--- src/hw/rtl/irdl_pkg.sv ---
package irdl_pkg;

    // configuration register file contents
    typedef struct packed {
        logic [11:0] breakpoint_mv;
        logic [8:0]  new_weight;
    } t_cfg;

    localparam int unsigned CFG_AW = 3;

    // register index, taken from paddr[2]
    localparam logic REG_BREAKPOINT = 1'b0;
    localparam logic REG_WEIGHT     = 1'b1;

    localparam logic [11:0] BREAKPOINT_RST = 12'd700;
    localparam logic [8:0]  WEIGHT_RST     = 9'd205;
    localparam logic [8:0]  WEIGHT_FULL    = 9'd256;

    // millivolts to volts in Q16: (mv * 65536 + 500) / 1000
    localparam logic [28:0] MV_ROUND    = 29'd500;
    localparam logic [28:0] MV_DIV      = 29'd1000;
    localparam int unsigned VQ_SHIFT    = 40;
    localparam logic [31:0] MV_RECIP    = 32'd1099511627;   // floor(2^40 / 1000)
    localparam int unsigned AVG_SHIFT   = 32;

    // curve coefficients in tenths of a cm: k2*V^2 + k1*V + k0
    localparam logic signed [10:0] UP_K2 = 11'sd22;
    localparam logic signed [10:0] UP_K1 = -11'sd180;
    localparam logic signed [10:0] UP_K0 = 11'sd413;
    localparam logic signed [10:0] LO_K2 = 11'sd116;
    localparam logic signed [10:0] LO_K1 = -11'sd546;
    localparam logic signed [10:0] LO_K0 = 11'sd732;

endpackage

--- src/hw/rtl/irdl_mul.sv ---
module irdl_mul
    import irdl_pkg::*;
(
    input  logic                i_clk,
    input  logic signed [31:0]  i_a,
    input  logic signed [31:0]  i_b,
    output logic signed [63:0]  o_prod
);

    logic signed [63:0] r_prod;

    always_ff @(posedge i_clk) begin
        r_prod <= 64'(i_a) * 64'(i_b);
    end

    assign o_prod = r_prod;

endmodule

--- config.mk ---
export PLATFORM = sky130hd
export DESIGN_NAME = irdl_mul
export DESIGN_NICKNAME = d
export VERILOG_FILES = /design/src/hw/rtl/irdl_pkg.sv /design/src/hw/rtl/irdl_mul.sv
export SDC_FILE = /design/constraint.sdc
export NUM_CORES = 2
export LEC_CHECK = 0
export BUFFER_PORTS_ARGS = -buffer_cell sky130_fd_sc_hd__buf_2
export CORE_MARGIN = 2
export CORE_UTILIZATION = 35
export DETAILED_ROUTE_END_ITERATION = 16
export GPL_TIMING_DRIVEN = 0
export PLACE_DENSITY = 0.58
export SYNTH_ARGS = -nofsm -noshare
export SYNTH_HDL_FRONTEND = slang
export SYNTH_SLANG_ARGS = --single-unit
--- constraint.sdc ---
create_clock -name i_clk -period 9.1 [get_ports i_clk]
set_input_delay 1.82 -clock i_clk [delete_from_list [all_inputs] [get_ports i_clk]]
set_output_delay 1.82 -clock i_clk [all_outputs]
set_load 0.02 [all_outputs]
==> out/metrics.yaml <==
worst_setup_path:
  path_max_fanout: 10
  critPathLaunch: "i_b[0]"
  worstPathArrival_ns: 9.26
  crit_slowest_cell: "fa_2"
  critical_path_class: "in -> reg"
  endpoint_kind: "flop"
  crit_path_start_kind: "input port"
  path_common_cell: "fa_1"
  worstPathRequired_ns: 9.40
  crit_buf_inv: 11
  max_stage_delay_ns: 0.66
  crit_family: "adder cells"
grt:
  grt_max_degree: 23
  grt_pass1_vias: 29502
  grt_pass1_wl_mm: 196.4
  grt_overflow: 0
  track_usage_pct: 24.99
  antenna_found_initial: 25
hold_path:
  hp-class: "in -> reg"
  hp-start: "i_b[0]"
routing:
  routed.top_layer: "met5"
  drc: 12
  via_per_inst: 4.973
  wl_met2_mm: 60.10
  wl_per_cell_um: 23.93
  drt_wl_total_mm: 130.9
  met3_length_mm: 10.99
  m1WireLength_mm: 52.75
  drt_pass1_iterations: 11
  vias: 27218
  drtAntennaViolNets: 0
  dr.first_iter.drc_count: 1912
logic_synthesis:
  synthTopCellsByArea: "fa_1, inv_1, and2_1, ha_1, nand2_1"
  synth-compound-area-share_pct: 3.464
  ys_seq_area_share_pct: 3.440
  yosys.area_share.simple_pct: 15.37
  netlist_area_um2: 37240
  synth_warnings: 0
  synth_top_family_by_area: "adder cells"
  synthXorXnorAreaFrac_pct: 1.764
  netlist-cell-type-count: 63
  synth_fa_ha_area_share_pct: 64.34
  synth_mux_area_share_pct: 0
  synth_flop_cell: "dfxtp_1"
  syn_inst: 3884
  synthTopCellsByCount: "fa_1, inv_1, and2_1"
  synthArstFlopShare_pct: 0
  ys_seq_elements: 64
  synth_top_area_cell: "fa_1"
  synth_top_area_share_pct: 58.16
  synth_nets: 5215
  yosysMostFrequentCell: "fa_1"
  synth-edff-count: 0
  syn-mean-instance-area_um2: 9.589
timing:
  min_period_ns: 8.954
  timing.setup.tns_ns: 0
  slew-limit-headroom_pct: 49.29
  hold_viol: 0
  setup_viol: 0
  slew_violations: 0
  fmax_ghz: 0.1117
  finalCritPeriodShare_pct: 98.39
  worstMarginPinSlew_ns: 0.7593
  rsz0062_at_grt: "yes"
cts:
  cts.sinks: 64
  clockBufferDepth: 2
  cts_max_level: 3
  tritoncts: "done"
  path_clk_slew_ns: 0.07
  root_buffer: "clkbuf_16"
  cts_made_buffers: 9
floorplan:
  die-area_um2: 109000
  dieWidth_um: 330.2
  core_area_um2: 105400
  ios: 129
  rows: 119
  die_height_um: 330.2
  start_util_pct: 35.33
cells_and_area:
  area_growth_pct: 11.41
  drive_above_1_share_pct: 11.73
  nNetsFinal: 5402
  nFillCells: 10641
  instances_no_fill: 5473
  largest_reg_flops: 64
placed_design:
  dpl.hpwl_mm: 113.4
  place_congestion: 1.022
  numPortBuffers: 128
  dp_cells: 5403
run:
  maxCapViolCount: 0
status:
  violations: "design-rule violations"
  status: "finished with violations"
## worst paths after layout
kind | depth (start not counted) | slack (ns) | to
hold / removal | 2 | 1.82 | o_prod[0]
setup / recovery | 29 | 0.15 | o_prod[58]
## final cells by class
type | instances | area, um2 | share of cell area (%)
repair buffers | 181 | 1155 | 2.783
clock inverters | 3 | 17.52 | 0.04222
well taps | 1391 | 1740 | 4.195
flip-flops and latches | 64 | 1281 | 3.088
inverters | 952 | 3595 | 8.664
plain buffers | 195 | 1430 | 3.447
diodes | 7 | 17.52 | 0.04222
multi-input cells | 2668 | 32000 | 77.12
clock buffers | 12 | 256.5 | 0.6182
## metal layers
metal,global-route usage (%),vias to the layer above
li1,-,11461
met2,39.73,1160
met3,4.474,287
met4,10.39,18
met1,33.72,14292
met5,0,-
## through the flow
step	hold WS, ns	setup WS, ns	instance area (um2)	utilization [%]
final	1.816	0.1461	41490	39.36
after global routing	1.824	-0.05795	41470	39.34
after CTS	1.834	0.003718	40890	38.79
after detailed placement	2.235	-2.425	39630	37.59
after global placement	2.237	-2.481	39620	37.59
after floorplan	1.947	0.01915	37240	-
## cell usage in the layout (no fill, tap or decap), types with 7 or more instances in the layout
master     instances
buf_2            133
dfxtp_1           64
a31oi_1            7
o21ai_0           22
clkbuf_2          75
fa_2              11
nand2_1          506
clkbuf_4          57
nand2b_1           8
xnor2_1           53
ha_1             173
buf_4             61
and2_1           516
buf_6             10
o21bai_1          14
clkbuf_8          15
inv_1            942
nand4_1            7
a21oi_2            9
diode_2            7
clkbuf_1          11
buf_12             7
ha_2               8
fa_1            1071
nor2_1            39
nand3_1           14
a21o_1            22
clkbuf_16         14
xor2_1            22
a21oi_1           57
## what timing repair did
action / in CTS / in global routing
pin swaps: 13 / 33
gates cloned: 0 / 0
setup endpoints to repair: 35 / 19
resized for setup: 326 / 166
buffers inserted: 20 / 33
hold buffers: 0 / 0
## kinds of logic after synthesis
logic type	after synthesis
compound gates	193
xor+xnor	75
buf+inv	1152
fa+ha+maj	1266
flops	64
simple gates	1134
Power is not shown: default switching activity piles up to over one toggle a cycle in this logic, so the estimate is an artifact.
