File: src/hw/rtl/irdl_pkg.sv
package irdl_pkg;

    // configuration register file contents
    typedef struct packed {
        logic [11:0] breakpoint_mv;
        logic [8:0]  new_weight;
    } t_cfg;

    localparam int unsigned CFG_AW = 3;

    // register index, taken from paddr[2]
    localparam logic REG_BREAKPOINT = 1'b0;
    localparam logic REG_WEIGHT     = 1'b1;

    localparam logic [11:0] BREAKPOINT_RST = 12'd700;
    localparam logic [8:0]  WEIGHT_RST     = 9'd205;
    localparam logic [8:0]  WEIGHT_FULL    = 9'd256;

    // millivolts to volts in Q16: (mv * 65536 + 500) / 1000
    localparam logic [28:0] MV_ROUND    = 29'd500;
    localparam logic [28:0] MV_DIV      = 29'd1000;
    localparam int unsigned VQ_SHIFT    = 40;
    localparam logic [31:0] MV_RECIP    = 32'd1099511627;   // floor(2^40 / 1000)
    localparam int unsigned AVG_SHIFT   = 32;

    // curve coefficients in tenths of a cm: k2*V^2 + k1*V + k0
    localparam logic signed [10:0] UP_K2 = 11'sd22;
    localparam logic signed [10:0] UP_K1 = -11'sd180;
    localparam logic signed [10:0] UP_K0 = 11'sd413;
    localparam logic signed [10:0] LO_K2 = 11'sd116;
    localparam logic signed [10:0] LO_K1 = -11'sd546;
    localparam logic signed [10:0] LO_K0 = 11'sd732;

endpackage

File: src/hw/rtl/irdl_cfg.sv
module irdl_cfg
    import irdl_pkg::*;
(
    input  logic              i_clk,
    input  logic              i_rst_n,
    input  logic              psel,
    input  logic              penable,
    input  logic              pwrite,
    input  logic [CFG_AW-1:0] paddr,
    input  logic [31:0]       pwdata,
    output logic [31:0]       prdata,
    output logic              pready,
    output t_cfg              o_cfg
);

    t_cfg r_cfg;
    t_cfg n_cfg;

    always_comb begin
        n_cfg = r_cfg;
        if (psel && penable && pwrite) begin
            case (paddr[2])
                REG_BREAKPOINT: n_cfg.breakpoint_mv = pwdata[11:0];
                REG_WEIGHT:     n_cfg.new_weight    = pwdata[8:0];
                default:        n_cfg = r_cfg;
            endcase
        end
    end

    always_ff @(posedge i_clk) begin
        if (!i_rst_n) begin
            r_cfg.breakpoint_mv <= BREAKPOINT_RST;
            r_cfg.new_weight    <= WEIGHT_RST;
        end else begin
            r_cfg <= n_cfg;
        end
    end

    always_comb begin
        case (paddr[2])
            REG_BREAKPOINT: prdata = {20'd0, r_cfg.breakpoint_mv};
            REG_WEIGHT:     prdata = {23'd0, r_cfg.new_weight};
            default:        prdata = 32'd0;
        endcase
    end

    assign pready = 1'b1;
    assign o_cfg  = r_cfg;

endmodule

File: config.mk
export PLATFORM = sky130hd
export DESIGN_NAME = irdl_cfg
export DESIGN_NICKNAME = d
export VERILOG_FILES = /design/src/hw/rtl/irdl_pkg.sv /design/src/hw/rtl/irdl_cfg.sv
export SDC_FILE = /design/constraint.sdc
export NUM_CORES = 1
export LEC_CHECK = 0
export BUFFER_PORTS_ARGS = -buffer_cell sky130_fd_sc_hd__buf_2
export CAP_MARGIN = 40
export CORE_MARGIN = 2
export CORE_UTILIZATION = 40
export CTS_BUF_LIST = sky130_fd_sc_hd__clkbuf_2
export DETAILED_ROUTE_END_ITERATION = 16
export PLACE_DENSITY = 0.91
export REMOVE_ABC_BUFFERS = 1
export SLEW_MARGIN = 25
export SYNTH_ARGS = -nofsm -noshare
export SYNTH_HDL_FRONTEND = slang
export SYNTH_SLANG_ARGS = --single-unit
File: constraint.sdc
create_clock -name i_clk -period 1.1 [get_ports i_clk]
set_input_delay 0.11 -clock i_clk [delete_from_list [all_inputs] [get_ports i_clk]]
set_output_delay 0.11 -clock i_clk [all_outputs]
set_load 0.02 [all_outputs]
==> metrics.cfg <==
[global_routing]
antenna_found_initial = 0
grt_pass1_vias = 971
grt_usage_pct = 17.41
grt_max_degree = 38
grt_pass1_wl_mm = 4.478
gr-total-overflow = 0

[finish]
final_common_cell = buf_6
syn_to_final_growth_pct = 55.62
layout_common_cells = 27 x buf_6, 22 x buf_2
antenna_cells = 0
largest_reg_flops = 21
final_area_um2 = 1821
final_nets = 238
drive_above_1_share_pct = 54.31

[yosys]
syn_area_per_cell_um2 = 9.359
mappedNetlistArea_um2 = 1170
seq_area_frac_synth_pct = 35.94
yosysWarningCount = 0
synth.distinct_cells = 13
synth-seq-cells = 21
syn-instance-count = 125

[critical_path]
cp_max_fo = 2
end_kind = output port
ff2ff_path_depth = 3
critPathKind = reg2out
rrSetupSlack_ps = 230
rr_startpoint = o_cfg[6]
cp.arrival_ps = 1110
worstPathRequired_ps = 990
cp-start-kind = flip-flop
r2r-end = o_cfg[6]

[outcome]
violations = setup timing
status = complete, but fails checks

[cts]
cts_num_sinks = 21
clkLatencyLatePin_ps = 330
cts_buffers = 3
htree_levels = 1
cts_buffer_depth = 2
clk_pin_slew_ps = 210
cts.root.buffer_cell = clkbuf_2
cts_tree = built

[sta]
min_period_over_period_pct = 110.6
rsz0062_at_grt = yes
fin_tns_setup_ps = -934.1
final.setup_skew_ps = 0
min_period_ps = 1217
max_freq_mhz = 821.9
finalSetupViolCount = 9
hold_viol = 0
slew_viol_final = 0
fin_ws_ps = -116.7

[floorplanning]
initial_utilization_pct = 42.42
core-area_um2 = 2758
row_count = 19
die_x_um = 58.08
die_area_um2 = 3373
io-pin-count = 94
die_h_um = 58.08

[power]
p_per_area_nw_per_um2 = 837.9
ir_drop_mv = 0.6248
total_leakage_power_uw = 0.0008337

[drt]
wl_mm = 3.305
drtIter0Drc = 42
via_per_inst = 4.737
vias = 1080
dr.pass1.iters = 4
wl_per_cell_um = 14.50
remaining_drc_errors = 0
ant_nets = 0

[place]
gp_congestion = 0.7349
post-dp-hpwl_mm = 1.687
port_buffers = 50
place_area_um2 = 1400

[min_path]
hp-start = pwdata[8]
min-delay-path-class = in2reg
min_to = o_cfg[8]
min_delay_path_depth = 3

[job]
maxCapViolations = 0

==> how the worst max path moves through the flow <==
stage                    from   endpoint  depth (start not counted)
floorplan            paddr[2]  o_cfg[10]                          2
global placement     paddr[2]  prdata[8]                          4
detailed placement   paddr[2]  prdata[2]                          4
CTS                 o_cfg[16]  prdata[7]                          2
global route        o_cfg[14]  prdata[5]                          2
finish               o_cfg[9]  prdata[0]                          2
==> synth_stat cells, drive strengths merged <==
cell type	number	area, µm²
and4	1	8.760
and4b	1	10.01
buf	26	188.9
clkbuf	3	11.26
conb	2	7.510
dfxtp	21	420.4
mux2	9	101.4
mux2i	21	210.2
nand2	18	67.56
nand4	1	6.260
nor2b	22	137.6
==> worst max-delay path, stage by stage (launching register included) <==
cell     delay, ps
dfxtp_2        380
mux2_2         270
buf_6          130
==> cells by family (layout without fill, tap and decap cells) <==
logic type / Yosys count / after routing / synth area share [%]
simple gates: 43 / 43 / 19.68
mux: 30 / 30 / 26.63
buf+inv: 29 / 82 / 17.11
flops: 21 / 21 / 35.94
other cells: 2 / 21 / 0.6420
==> report_power, final <==
group	leakage [µW]	total, µW	internal (µW)	switching (µW)
Clock	0.0000166	335	96.2	239
Sequential	0.000170	792	781	11.2
Combinational	0.000647	398	179	218
==> routing by layer <==
layer | vias up | global-route usage (%) | routed length, µm | share of wire [%]
met3 | 7 | 4.018 | 294 | 8.9
met5 | - | 0 | 0 | 0
met2 | 67 | 31.17 | 1618 | 49
li1 | 504 | - | - | -
met1 | 502 | 19.54 | 1338 | 40
met4 | 0 | 7.641 | 53 | 1.6
==> timing repair <==
action | in CTS | in global routing
setup endpoints to repair | 12 | 26
endpoints found under the hold margin | 4 | 2
gates resized for setup | 42 | 40
hold buffers | 4 | 2
buffers inserted | 14 | 2
==> layout make-up <==
type | instances | area [µm²]
Fill cell | 189 | 937.1
Timing Repair Buffer | 78 | 671.9
Multi-Input combinational cell | 94 | 643.1
Sequential cell | 21 | 446.7
Tap cell | 31 | 38.79
Clock buffer | 4 | 20.02
==> per-stage QoR <==
| step | hold slack, ps | std cells | utilization, % | setup WS [ps] | total power [µW] |
|---|---|---|---|---|---|
| after global placement | 359.2 | 202 | 50.77 | 85.38 | 1104 |
| after global routing | 14.38 | 228 | 66.02 | -160.3 | 1586 |
| final | 27.36 | 228 | 66.02 | -116.7 | 1525 |
| after CTS | 2.612 | 224 | 60.21 | -108.9 | 1487 |
| after detailed placement | 370.8 | 202 | 50.77 | 72.58 | 1109 |
| after floorplan | 252.1 | 115 | - | 94.66 | 986.5 |
(Power assumes the default switching activity.)
